<file path="src/sacm_pkg.sv">
// Shared package for the shared activation counter mitigation block.
// Field widths, opcode and config-index codes, controller states and the
// command/status structs between controller and datapath. No dependencies.
`default_nettype none

package sacm_pkg;

  // Default values for the top-level parameters
  localparam int RANK_COUNT_DEF     = 2;
  localparam int BANKS_PER_RANK_DEF = 32;
  localparam int ROW_BITS_DEF       = 16;
  localparam int COUNTER_BITS_DEF   = 16;

  // Item field widths
  localparam int OPCODE_W = 2;
  localparam int RANK_W   = 1;
  localparam int BANK_W   = 5;
  localparam int ROW_W    = 16;
  localparam int MASK_W   = 16;
  localparam int DRFM_W   = 4;
  localparam int INDEX_W  = 16;
  localparam int COUNT_W  = 16;

  // Stream payload widths (packed fields rounded up to whole bytes)
  localparam int IN_FIELDS_W  = RANK_W + BANK_W + ROW_W + MASK_W;
  localparam int IN_TDATA_W   = ((IN_FIELDS_W + 7) / 8) * 8;
  localparam int OUT_FIELDS_W = DRFM_W + RANK_W + INDEX_W + COUNT_W;
  localparam int OUT_TDATA_W  = ((OUT_FIELDS_W + 7) / 8) * 8;
  localparam int OUT_PAD_W    = OUT_TDATA_W - OUT_FIELDS_W;

  // Config register widths
  localparam int THR_W      = 16;
  localparam int SHARE_W    = 2;
  localparam int IVL_W      = 32;
  localparam int CFG_IDX_W  = 2;
  localparam int CFG_DATA_W = 32;

  // Config register reset values
  localparam logic [THR_W-1:0]   THRESHOLD_RST = THR_W'(512);
  localparam logic [SHARE_W-1:0] SHARING_RST   = '0;
  localparam logic               GROUPING_RST  = 1'b1;
  localparam logic [IVL_W-1:0]   INTERVAL_RST  = IVL_W'(3125);

  // Opcodes (the remaining code behaves as an idle cycle)
  localparam logic [OPCODE_W-1:0] OP_IDLE = 2'd0;
  localparam logic [OPCODE_W-1:0] OP_ACT  = 2'd1;
  localparam logic [OPCODE_W-1:0] OP_MASK = 2'd2;

  // Config register indexes
  localparam logic [CFG_IDX_W-1:0] CFG_THRESHOLD = 2'd0;
  localparam logic [CFG_IDX_W-1:0] CFG_SHARING   = 2'd1;
  localparam logic [CFG_IDX_W-1:0] CFG_GROUPING  = 2'd2;
  localparam logic [CFG_IDX_W-1:0] CFG_INTERVAL  = 2'd3;

  // Controller states
  typedef enum logic [2:0] {
    ST_CLEAR,
    ST_IDLE,
    ST_MASKWR,
    ST_TICK,
    ST_LOOKUP,
    ST_UPDATE,
    ST_RESULT
  } state_t;

  // Controller -> datapath commands
  typedef struct packed {
    logic load;     // latch the accepted item, zero the result
    logic mask_wr;  // write the bank mask table
    logic sweep;    // clear one counter word of the power-up pass
    logic tick;     // advance the cycle timer, clear cursor entry when due
    logic lookup;   // form table index, read counter word
    logic update;   // increment, compare, write back
    logic push;     // move result into the output register
  } cmd_t;

  // Datapath -> controller status
  typedef struct packed {
    logic sweep_done;  // power-up pass is at its last word
    logic in_is_mask;  // offered item is a mask write
    logic is_act;      // latched item is an activate to a valid rank
    logic out_free;    // output register can take a result now
  } sts_t;

endpackage

`default_nettype wire

</file>
<file path="src/sacm_ctrl.sv">
// Controller FSM for the shared activation counter mitigation block.
// Sequences the power-up clear, item decode and counter read-modify-write.
// Depends on sacm_pkg.
`default_nettype none

module sacm_ctrl (
  input  wire             clk,
  input  wire             rst_n,
  input  wire             in_tvalid,
  output logic            in_tready,
  input  sacm_pkg::sts_t  sts,
  output sacm_pkg::cmd_t  cmd
);
  import sacm_pkg::*;

  state_t state_r, state_nxt;

  // State register
  always_ff @(posedge clk) begin
    if (!rst_n) begin
      state_r <= ST_CLEAR;
    end else begin
      state_r <= state_nxt;
    end
  end

  // Next state and commands
  always_comb begin
    state_nxt = state_r;
    cmd       = '0;
    in_tready = 1'b0;
    case (state_r)
      ST_CLEAR: begin
        cmd.sweep = 1'b1;
        if (sts.sweep_done) begin
          state_nxt = ST_IDLE;
        end
      end
      ST_IDLE: begin
        in_tready = 1'b1;
        if (in_tvalid) begin
          cmd.load  = 1'b1;
          state_nxt = sts.in_is_mask ? ST_MASKWR : ST_TICK;
        end
      end
      ST_MASKWR: begin
        cmd.mask_wr = 1'b1;
        state_nxt   = ST_RESULT;
      end
      ST_TICK: begin
        cmd.tick  = 1'b1;
        state_nxt = sts.is_act ? ST_LOOKUP : ST_RESULT;
      end
      ST_LOOKUP: begin
        cmd.lookup = 1'b1;
        state_nxt  = ST_UPDATE;
      end
      ST_UPDATE: begin
        cmd.update = 1'b1;
        state_nxt  = ST_RESULT;
      end
      ST_RESULT: begin
        // hold here while the previous result is still unread
        if (sts.out_free) begin
          cmd.push  = 1'b1;
          state_nxt = ST_IDLE;
        end
      end
      default: begin
        state_nxt = ST_CLEAR;
      end
    endcase
  end

  // An activate always goes through the counter lookup before its update
  a_update_after_lookup: assert property (@(posedge clk) disable iff (!rst_n)
    cmd.update |-> $past(cmd.lookup))
    else $error("counter update without preceding lookup");

  // The tick always follows an accepted non-mask item
  a_tick_after_load: assert property (@(posedge clk) disable iff (!rst_n)
    cmd.tick |-> $past(cmd.load) && !$past(sts.in_is_mask))
    else $error("tick without a timed item");

  // Items are never taken while the power-up clear is running
  a_no_load_in_sweep: assert property (@(posedge clk) disable iff (!rst_n)
    cmd.sweep |-> !cmd.load && !cmd.update)
    else $error("item activity during clear pass");

endmodule

`default_nettype wire

</file>
<file path="config.mk">
export PLATFORM = sky130hd
export DESIGN_NAME = sacm_ctrl
export DESIGN_NICKNAME = d
export VERILOG_FILES = /design/src/sacm_pkg.sv /design/src/sacm_ctrl.sv
export SDC_FILE = /design/constraint.sdc
export NUM_CORES = 1
export LEC_CHECK = 0
export BUFFER_PORTS_ARGS = -buffer_cell sky130_fd_sc_hd__buf_2
export CAP_MARGIN = 25
export CORE_AREA = 4 4 41 43
export CTS_CLUSTER_SIZE = 12
export DETAILED_ROUTE_END_ITERATION = 16
export DIE_AREA = 0 0 45 47
export GPL_ROUTABILITY_DRIVEN = 1
export GPL_TIMING_DRIVEN = 0
export PLACE_DENSITY_LB_ADDON = 0.05
export SYNTH_ARGS = -nofsm -noshare
export SYNTH_HDL_FRONTEND = slang
export SYNTH_SLANG_ARGS = --single-unit
export TNS_END_PERCENT = 30
</file>
<file path="constraint.sdc">
create_clock -name clk -period 1.3 [get_ports clk]
set_input_delay 0.065 -clock clk [delete_from_list [all_inputs] [get_ports clk]]
set_output_delay 0.065 -clock clk [all_outputs]
set_load 0.005 [all_outputs]
</file>
; ---- Word level (Yosys, flattened, before mapping)
; Index checks and enable logic that the tools add are counted.
[classes]
eq_ne = 9
reduce_logical = 3
n_mux = 16
[ops]
columns = cell, n
row1 = 3-bit one-hot mux with 6 select lines, 1
row2 = 1-bit two-way mux, 11
row3 = "3-bit == test, second input constant", 3
row4 = 3-bit two-way mux, 3
row5 = "3-bit by 2-bit == test with 1-bit output, second input constant", 2
row6 = "2-bit != test, second input constant", 3
row7 = "3-bit by 1-bit == test with 1-bit output, second input constant", 1
row8 = 3-bit zero test, 1
row9 = 3-bit AND reduction, 1
row10 = 2-bit two-way mux, 1
row11 = 2-bit OR reduction, 1
[totals]
output_inout_bits = 8
word_cells = 29
inputBits = 7
register_bits = 3

; ---- Logic depth before layout (Yosys ltp)
; Gate-level depths: netlist (run 1).
[depth]
depth_word = 3
mapped_depth = 4
depth_no_buf = 3

; ---- Worst setup path before layout (run 1)
; OpenSTA, ideal clock, no wires.
[synth_timing]
path_type = register to register
startpoint = reg state_r[2]
endpoint = reg state_r[0]
path_buffers = 1
path_stages_with_launch = 5
t_required_ns = 1.228
t_arrival_ns = 0.935
slack_ns = 0.294
period_less_slack_ns = 1.006
setup_ns = 0.072
path_cell_list = dfxtp_1 buf_2 and4bb_4 a21oi_2 mux2i_1
[synth_via]
elab_chain_len = 3
word_cells_on_any_way = 13
classes_between = eq/ne (9) / mux (1) / reduce/logical (3)
[synth_lines]
columns = item, line
row1 = "start, declared", sacm_ctrl.sv:16  ; state_t state_r, state_nxt;
row2 = "start signal, assigned", sacm_ctrl.sv:23  ; state_r <= state_nxt;
row3 = 3-bit == test (tied with other cells), sacm_ctrl.sv:32  ; case (state_r)
row4 = 2-bit OR reduction (no source line) / 2-bit != test (equally long branches), n/a
row5 = 3-bit one-hot mux with 6 select lines / 3-bit AND reduction (equally long branches), n/a
; Parallel ways exist; a longest one is shown, timed or not.
; A chain may end at the register's enable or synchronous reset.

==> results.toml, run 1 <==
[clocking]
cts_max_path_buffers = 2
cts_tree = "built"
cts_resized = 0
cts_hold_buf = 0
cts_buffers = 3
clk_pin_slew_worst_paths_ns = 0.04
post_cts_buffers = 0
root_buffer = "clkbuf_4"
htreeDepth = 1
clk_latency_ns = 0.23
cts.sinks = 3

[placement]
place_area_sq_um = 334.1
hpwlAfterDp_um = 514.1
placed_cells = 59
gp_congestion = 0.6743
portBuffers = 14

[logic_synthesis]
yosysSeqAreaShare_pct = 24.49
synthCells = 30
synthDistinctLibCells = 20
syn_nets = 37
avgSynthCellArea_sq_um = 8.175
yosys_warnings = 0
synth_area_sq_um = 245.2
ys_ff_latch = 3

[detailed_routing]
wl_per_cell_um = 10.13
drc = 0
dr.pass1.iters = 4
ant_nets = 0
vias = 269
postRouteWirelength_um = 638
viasPerCell = 4.270
drt_iter0_drc = 3

[finish]
syn_to_final_growth_pct = 47.96
reg_top3 = "state_r (3)"
final_util_pct = 27.88
diodes = 0
final_cell_mix = "16 x buf_2, 3 x nor2_1, 3 x clkbuf_4, 3 x dfxtp_1"
fill_cells = 154
multi_input_area_sq_um = 162.7
seq_area_sq_um = 60.06
largest_reg_flops = 3
finalInstanceArea_sq_um = 362.8
regMostFlops = "state_r"
final_common_cell = "buf_2"
drive_above_1_share_pct = 52.08
fin_nets = 56
stdcell_count = 63

[outcome]
outcome = "finished clean"

[floorplanning]
initial_core_util_pct = 18.85
rows = 13
die_h_um = 47
ioPinCount = 15
chipWidth_um = 45
core_sq_um = 1301
die-area_sq_um = 2115

[power_and_ir_drop]
powerDensity_nw_per_um2 = 2327
ir_worst_vdd_mv = 0.5966
power.leakage_nw = 0.1845

[worst_hold_path]
hold_path.class = "in2reg"
hold_depth = 3
timing.hold.worst_endpoint = "state_r[0]"
hp-start = "rst_n"

[sta]
skew_ns = 0.0001393
period_minus_slack_ns = 1.208
fmax_mhz = 827.6
setup_tns_ns = 0
holdWs_ns = 0.1123
finalHoldViolCount = 0
maxSlewViolCount = 0
rsz0062_at_grt = "no"
tightest_slew_ns = 0.1980
relSlewSlack_pct = 86.54
setup_viol = 0
finalCritPeriodShare_pct = 92.95

[worst_setup_path]
required_ns = 1.24
worst_r2r_endpoint = "state_r[0]"
reg2reg_slack_ns = 0.21
reg2reg_depth = 4
r2r-start = "state_r[2]"
cp_max_fo = 9
arrival_ns = 1.14
worst-setup-path-type = "reg2out"
endpoint_kind = "output port"
cp-start-kind = "register"

[global_routing]
grt_pass1_vias = 234
antenna_found_initial = 0
grt_overflow = 0
busiest_layer = "met4"
grt_pass1_wl_um = 924
grtUsageMet1_pct = 8.428
grt_util_met3_pct = 0.7663
grt_start_max_net_pins = 11
grtUsageMet2_pct = 7.627
grt_use_total_pct = 6.403

[run]
cap_violations = 0
[power breakdown]
part,switching (mW),internal (mW),leakage [nW]
Clock,0.0468,0.115,0.0150
Combinational,0.285,0.248,0.145
Sequential,0.0128,0.137,0.0249
[through the flow]
step / setup WS [ns] / power, mW
2_1_floorplan: 0.2937 / 0.5267
3_3_place_gp: 0.1988 / 0.6887
3_5_place_dp: 0.1885 / 0.6874
4_1_cts: 0.02476 / 0.8559
5_1_grt: 0.03819 / 0.9243
6_report: 0.09168 / 0.8444
[cells by family after synthesis]
group                  count (synthesis)  synth area share, %
DFF                                    3                24.49
and+or+nand+nor                       14                35.20
muxes                                  3                13.77
AOI/OAI and AO/OA                      6                16.33
buffers and inverters                  4                10.20
[layer usage]
layer  wire length (um)  share of wire [%]
met3                 55                8.6
met1                273                 43
met4                  0                  0
met5                  0                  0
met2                309                 48
[cell type report]
class	count	area share, %
Sequential cell	3	16.55
Inverter	1	1.034
Multi-Input combinational cell	23	44.83
Tap cell	15	5.172
Timing Repair Buffer	14	19.31
Clock buffer	4	7.241
Buffer	3	5.862
[worst max-delay path by stage]
| stage | from | slack, ns | cells after the start | endpoint |
|---|---|---|---|---|
| floorplan | state_r[2] | 0.29 | 4 | state_r[0] |
| global placement | state_r[2] | 0.20 | 4 | state_r[0] |
| detailed placement | state_r[0] | 0.19 | 4 | state_r[2] |
| CTS | state_r[1] | 0.02 | 4 | cmd[6] |
| global route | state_r[2] | 0.04 | 4 | cmd[5] |
| finish | state_r[1] | 0.09 | 4 | cmd[6] |
[synthesized netlist by cell type, drive strengths merged]
library cell,count,area share [%]
a21bo,1,4.1
a21oi,3,7.7
a31oi,1,2.6
and3,1,3.1
and4,1,3.6
and4bb,1,6.6
buf,3,8.7
dfxtp,3,24
inv,1,1.5
mux2i,3,14
nand2,1,1.5
nand2b,2,5.1
nand3,1,2.0
nor2,4,6.1
nor3,2,4.1
nor3b,1,3.1
o21ai,1,2.0
[critical path, cell delays in order (launching register included)]
cell and delay [ns]:
dfxtp_1 0.28, buf_2 0.16, nor2_2 0.18, and3_2 0.19, buf_2 0.10
Note: power is estimated with default switching activity, not from simulation.
==> run 2: changes to the inputs <==
--- a/config.mk
+++ b/config.mk
@@ -5,6 +5,7 @@
 export SDC_FILE = /design/constraint.sdc
 export NUM_CORES = 1
 export LEC_CHECK = 0
+export ABC_AREA = 1
 export BUFFER_PORTS_ARGS = -buffer_cell sky130_fd_sc_hd__buf_2
 export CAP_MARGIN = 25
 export CORE_AREA = 4 4 41 43
@@ -13,6 +14,7 @@
 export DIE_AREA = 0 0 45 47
 export GPL_ROUTABILITY_DRIVEN = 1
 export GPL_TIMING_DRIVEN = 0
+export MAX_ROUTING_LAYER = met4
 export PLACE_DENSITY_LB_ADDON = 0.05
 export SYNTH_ARGS = -nofsm -noshare
 export SYNTH_HDL_FRONTEND = slang
==> run 2 against run 1 <==
  * First-iteration DRC count decreased by 100%
  * Clock-buffer cell count unchanged
  * Worst setup slack better by 0.040 ns
  * Maximum frequency is 3.4% higher
  * Final area up 2.4%
  * Register-to-register slack improved by 0.06 ns
  * Core utilization rose by 0.67 points
  * Via count rose by 14%
  * Sequential share of layout area decreased by 0.053 points
  * Global-route usage increased by 2.2 points
  * Wire length increased by 5.0%
  * Critical path depth grew 2
  * Critical endpoint unchanged
==> results.toml, run 2 <==
[worst_setup_path]
path_buf_inv = 3
worst-setup-path-type = "reg2out"
cp-start-kind = "register"
path_cells = "buf_4 > inv_2 > nor2_2 > nand2_1 > nor2_1 > buf_2"
required_ns = 1.24
cp_top_family = "buffers and inverters"
endpoint_kind = "output port"
arrival_ns = 1.10
critical-path-slowest-cell = "dfxtp_1"
max_stage_delay_ns = 0.30
cp_max_fo = 8

[global_routing]
grt_pass1_wl_um = 1276
grt_pass1_vias = 342
grt_start_max_net_pins = 9
antenna_found_initial = 0
grt_overflow = 0
grt_use_total_pct = 8.557

[clocking]
cts_tree = "built"
clk_pin_slew_worst_paths_ns = 0.04
clk_latency_ns = 0.23
cts.sinks = 3
cts_buffers = 3
htreeDepth = 1
cts_max_path_buffers = 2
root_buffer = "clkbuf_4"

[sta]
period_minus_slack_ns = 1.169
finalCritPeriodShare_pct = 89.91
maxSlewViolCount = 0
setup_viol = 0
finalHoldViolCount = 0
rsz0062_at_grt = "no"
relSlewSlack_pct = 86.16
setup_tns_ns = 0
tightest_slew_ns = 0.2073
fmax_mhz = 855.6
skew_ns = 0.0004674

[floorplanning]
ioPinCount = 15
rows = 13
die_h_um = 47
chipWidth_um = 45
die-area_sq_um = 2115
initial_core_util_pct = 19.62
core_sq_um = 1301

[outcome]
outcome = "finished clean"

[finish]
diodes = 0
fin_nets = 70
largest_reg_flops = 3
final_common_cell = "buf_2"
reg_top3 = "state_r (3)"
syn_to_final_growth_pct = 45.59
final_cell_mix = "14 x buf_2, 11 x nor2_1, 7 x inv_1, 5 x nor2_2, 5 x nand2_1"
fill_cells = 172
finalInstanceArea_sq_um = 371.6
regMostFlops = "state_r"
drive_above_1_share_pct = 45.16

[detailed_routing]
vias = 307
drc = 0
ant_nets = 0
dr.pass1.iters = 1
drt_iter0_drc = 0
viasPerCell = 3.987
wl_per_cell_um = 8.701
postRouteWirelength_um = 670

[logic_synthesis]
avgSynthCellArea_sq_um = 5.801
synthDistinctLibCells = 14
postSynth.asyncResetShare_pct = 0
synthCells = 44
ys_ff_latch = 3
synth_area_sq_um = 255.2
yosysTopAreaCell = "dfxtp_1"
yosys_warnings = 0
synth-edff-count = 0
synth.most_common_cell = "nor2_1"
syn_nets = 51
synthTopCellsByCount = "11 x nor2_1, 7 x inv_1, 5 x nand2_1, 5 x nor2_2"
synthTopCellsByArea = "dfxtp_1 24%, nor2_1 16%, nor2_2 12%, inv_1 10%, nand3_2 7.8%"
synth_top_flop_cell = "dfxtp_1"
yosysSeqAreaShare_pct = 23.53
synth_top_area_share_pct = 23.53

[placement]
place_area_sq_um = 344.1
hpwlAfterDp_um = 588.1
gp_congestion = 0.6822
portBuffers = 14

[power_and_ir_drop]
power.leakage_nw = 0.2103
powerDensity_nw_per_um2 = 2134
ir_worst_vdd_mv = 0.7031

[run]
cap_violations = 0

[worst_hold_path]
hold_path.class = "in2reg"
## run 2: layout make-up
class / instances / area, sq um / area share [%]
sequential: 3 / 61.31 / 16.50
clock buffer: 4 / 26.28 / 7.071
tap: 15 / 18.77 / 5.051
multi-input combinational: 31 / 153.9 / 41.41
timing repair buffer: 14 / 70.07 / 18.86
inverter: 9 / 33.78 / 9.091
buffer: 1 / 7.507 / 2.020
## run 2: final timing paths
check | from | end | slack [ns] | cells past startpoint
max reg2reg | state_r[0] | state_r[1] | 0.27 | 7
min reg2reg | state_r[2] | state_r[2] | 0.62 | 2
max | state_r[0] | cmd[6] | 0.13 | 6
min | rst_n | state_r[2] | 0.08 | 3
## run 2: worst min-delay path, delay by kind of cell
kind	cells	cell delay [ns]
compound gates	1	0.03
buf+inv	2	0.16
## run 2: repair_timing
| action | 4_1_cts | 5_1_grt |
|---|---|---|
| gates resized for setup | 0 | 1 |
| buffers inserted | 0 | 0 |
| hold buffers | 0 | 0 |
| endpoints found under the setup margin | 0 | 2 |
## run 2: through the flow
stage               power [mW]  instances  setup slack, ns  util [%]  hold WS [ns]
floorplan               0.4955         44           0.3517         -        0.1743
global placement        0.6511         73           0.2570     26.44        0.3233
detailed placement      0.6454         73           0.2579     26.44        0.3144
CTS                     0.8170         77          0.08367     28.46       0.07247
global route            0.9099         77          0.01159     28.56       0.08428
finish                  0.7930         77           0.1312     28.56       0.07657
## run 2: report_power, final
part           total [mW]  internal, mW  switching, mW
clock network       0.160         0.115         0.0449
registers           0.176         0.135         0.0408
logic               0.458         0.188          0.269
## run 2: routing by layer
layer	track usage, %	up-vias	share of wire [%]
met5	-	-	0
met4	0	0	0
met3	4.598	0	6.6
met2	14.69	8	48
met1	9.297	131	45
li1	-	168	-
## run 2: cells by family (layout without fill, tap and decap cells)
logic type | count (synthesis) | count (layout) | synth area share, %
AND/OR/NAND/NOR | 29 | 29 | 55.88
buffers and inverters | 10 | 28 | 16.18
flip-flops | 3 | 3 | 23.53
AO/OA/AOI/OAI | 2 | 2 | 4.411
==> run 3: changes to the inputs <==
--- a/config.mk
+++ b/config.mk
@@ -8,12 +8,13 @@
 export ABC_AREA = 1
 export BUFFER_PORTS_ARGS = -buffer_cell sky130_fd_sc_hd__buf_2
 export CAP_MARGIN = 25
-export CORE_AREA = 4 4 41 43
+export CORE_AREA = 2 2 39 41
 export CTS_CLUSTER_SIZE = 12
 export DETAILED_ROUTE_END_ITERATION = 16
-export DIE_AREA = 0 0 45 47
+export DIE_AREA = 0 0 41 43
 export GPL_ROUTABILITY_DRIVEN = 1
 export GPL_TIMING_DRIVEN = 0
+export HOLD_SLACK_MARGIN = 0.06
 export MAX_ROUTING_LAYER = met4
 export PLACE_DENSITY_LB_ADDON = 0.05
 export SYNTH_ARGS = -nofsm -noshare
==> run 3 against run 2 <==
  * Worst setup slack got worse by 0.0015 ns
  * Register-to-register slack barely moved
  * Clock skew is essentially flat
  * Non-clock buffer count unchanged
  * Critical path depth unchanged
  * Critical path type unchanged
  * Critical endpoint unchanged
==> results.toml, run 3 (same netlist as run 2, synthesis figures left out) <==
[worst_hold_path]
timing.hold.worst_endpoint = "state_r[2]"
hold_depth = 3
hold_path.class = "in2reg"
hp-start = "rst_n"

[floorplanning]
chipWidth_um = 41
initial_core_util_pct = 18.44
die-area_sq_um = 1763
die_h_um = 43
ioPinCount = 15
rows = 14
core_sq_um = 1384

[finish]
final_common_cell = "buf_2"
reg_top3 = "state_r (3)"
syn_to_final_growth_pct = 46.08
regMostFlops = "state_r"
fill_cells = 171
final_cell_mix = "14 x buf_2, 11 x nor2_1, 7 x inv_1, 5 x nor2_2, 5 x nand2_1"
fin_nets = 70
largest_reg_flops = 3
diodes = 0
finalInstanceArea_sq_um = 372.9
drive_above_1_share_pct = 45.16

[placement]
hpwlAfterDp_um = 528.7
place_area_sq_um = 345.3
gp_congestion = 0.6257
pre_cts_ws_ns = 0.2677
portBuffers = 14

[clocking]
clk_pin_slew_worst_paths_ns = 0.04
cts_hold_buf = 0
clk_latency_ns = 0.23
cts_tree = "built"
root_buffer = "clkbuf_4"
cts.sinks = 3
htreeDepth = 1
cts_buffers = 3
cts_max_path_buffers = 2

[worst_setup_path]
reg2reg_depth = 7
cp_max_fo = 8
r2r-start = "state_r[0]"
arrival_ns = 1.11
worst-setup-path-type = "reg2out"
worst_r2r_endpoint = "state_r[1]"
endpoint_kind = "output port"
reg2reg_slack_ns = 0.27
required_ns = 1.24
cp-start-kind = "register"

[global_routing]
grt_pass1_vias = 280
grt_pass1_wl_um = 1041
antenna_found_initial = 0
grt_use_total_pct = 9.138
grt_overflow = 0
grt_start_max_net_pins = 9

[detailed_routing]
drt_iter0_drc = 2
viasPerCell = 3.705
postRouteWirelength_um = 647
vias = 289
wl_met3_um = 32
ant_nets = 0
m1WireLength_um = 326
drc = 0
wl_met2_um = 288
dr.pass1.iters = 2
top_layer_used = "met3"
wl_per_cell_um = 8.295

[power_and_ir_drop]
p_total_uw = 794.5
power.leakage_nw = 0.2103
ir_worst_vdd_mv = 0.6293
powerDensity_nw_per_um2 = 2131

[outcome]
outcome = "finished clean"

[sta]
period_minus_slack_ns = 1.170
rsz0062_at_grt = "no"
setup_viol = 0
finalHoldViolCount = 0
finalCritPeriodShare_pct = 90.02
fmax_mhz = 854.5
relSlewSlack_pct = 85.91
layout_setup_ws_ns = 0.1297
holdWs_ns = 0.08441
setup_tns_ns = 0
tightest_slew_ns = 0.2110
skew_ns = 0.0008786
maxSlewViolCount = 0

[run]
cap_violations = 0
-- run 3: cell counts in the layout (fill, tap and decap cells not counted) --
Identical to the previous run, type by type.
-- run 3: worst max-delay path, stage by stage (launching register included) --
cell	delay [ns]
dfxtp_1	0.29
buf_4	0.15
inv_2	0.07
nor2_2	0.10
nand2_1	0.07
nor2_1	0.08
buf_2	0.11
-- run 3: layout make-up --
type / count / area, sq um / area share [%]
inverters: 9 / 33.78 / 9.060
well taps: 16 / 20.02 / 5.369
repair buffers: 14 / 70.07 / 18.79
multi-input cells: 31 / 153.9 / 41.28
clock buffers: 4 / 26.28 / 7.047
flip-flops and latches: 3 / 61.31 / 16.44
plain buffers: 1 / 7.507 / 2.013
-- run 3: how the worst max path moves through the flow --
stage	from	end	cells after the start
2_1_floorplan	state_r[0]	state_r[0]	7
3_3_place_gp	state_r[0]	state_r[0]	7
3_5_place_dp	state_r[0]	state_r[0]	7
4_1_cts	state_r[1]	cmd[5]	5
5_1_grt	state_r[0]	cmd[6]	6
6_report	state_r[0]	cmd[6]	6
-- run 3: timing repair --
action                                 CTS  global route
buffers inserted                         0             0
endpoints found under the hold margin    0             0
setup endpoints to repair                0             2
resized for setup                        0             1
-- run 3: per-layer routing --
metal / GRT usage, % / vias up
met1: 11.18 / 114
li1: - / 167
met4: 2.000 / 0
met5: - / -
met2: 12.19 / 8
met3: 6.283 / 0
-- run 3: where the power goes --
group          switching (mW)  internal, mW
clock network          0.0448         0.115
registers              0.0415         0.135
logic                   0.270         0.188
total                   0.357         0.438
-- run 3: metrics by stage --
step	util (%)	cells
floorplan	-	44
global route	26.94	78
global placement	24.95	74
detailed placement	24.95	74
finish	26.94	78
CTS	26.85	78
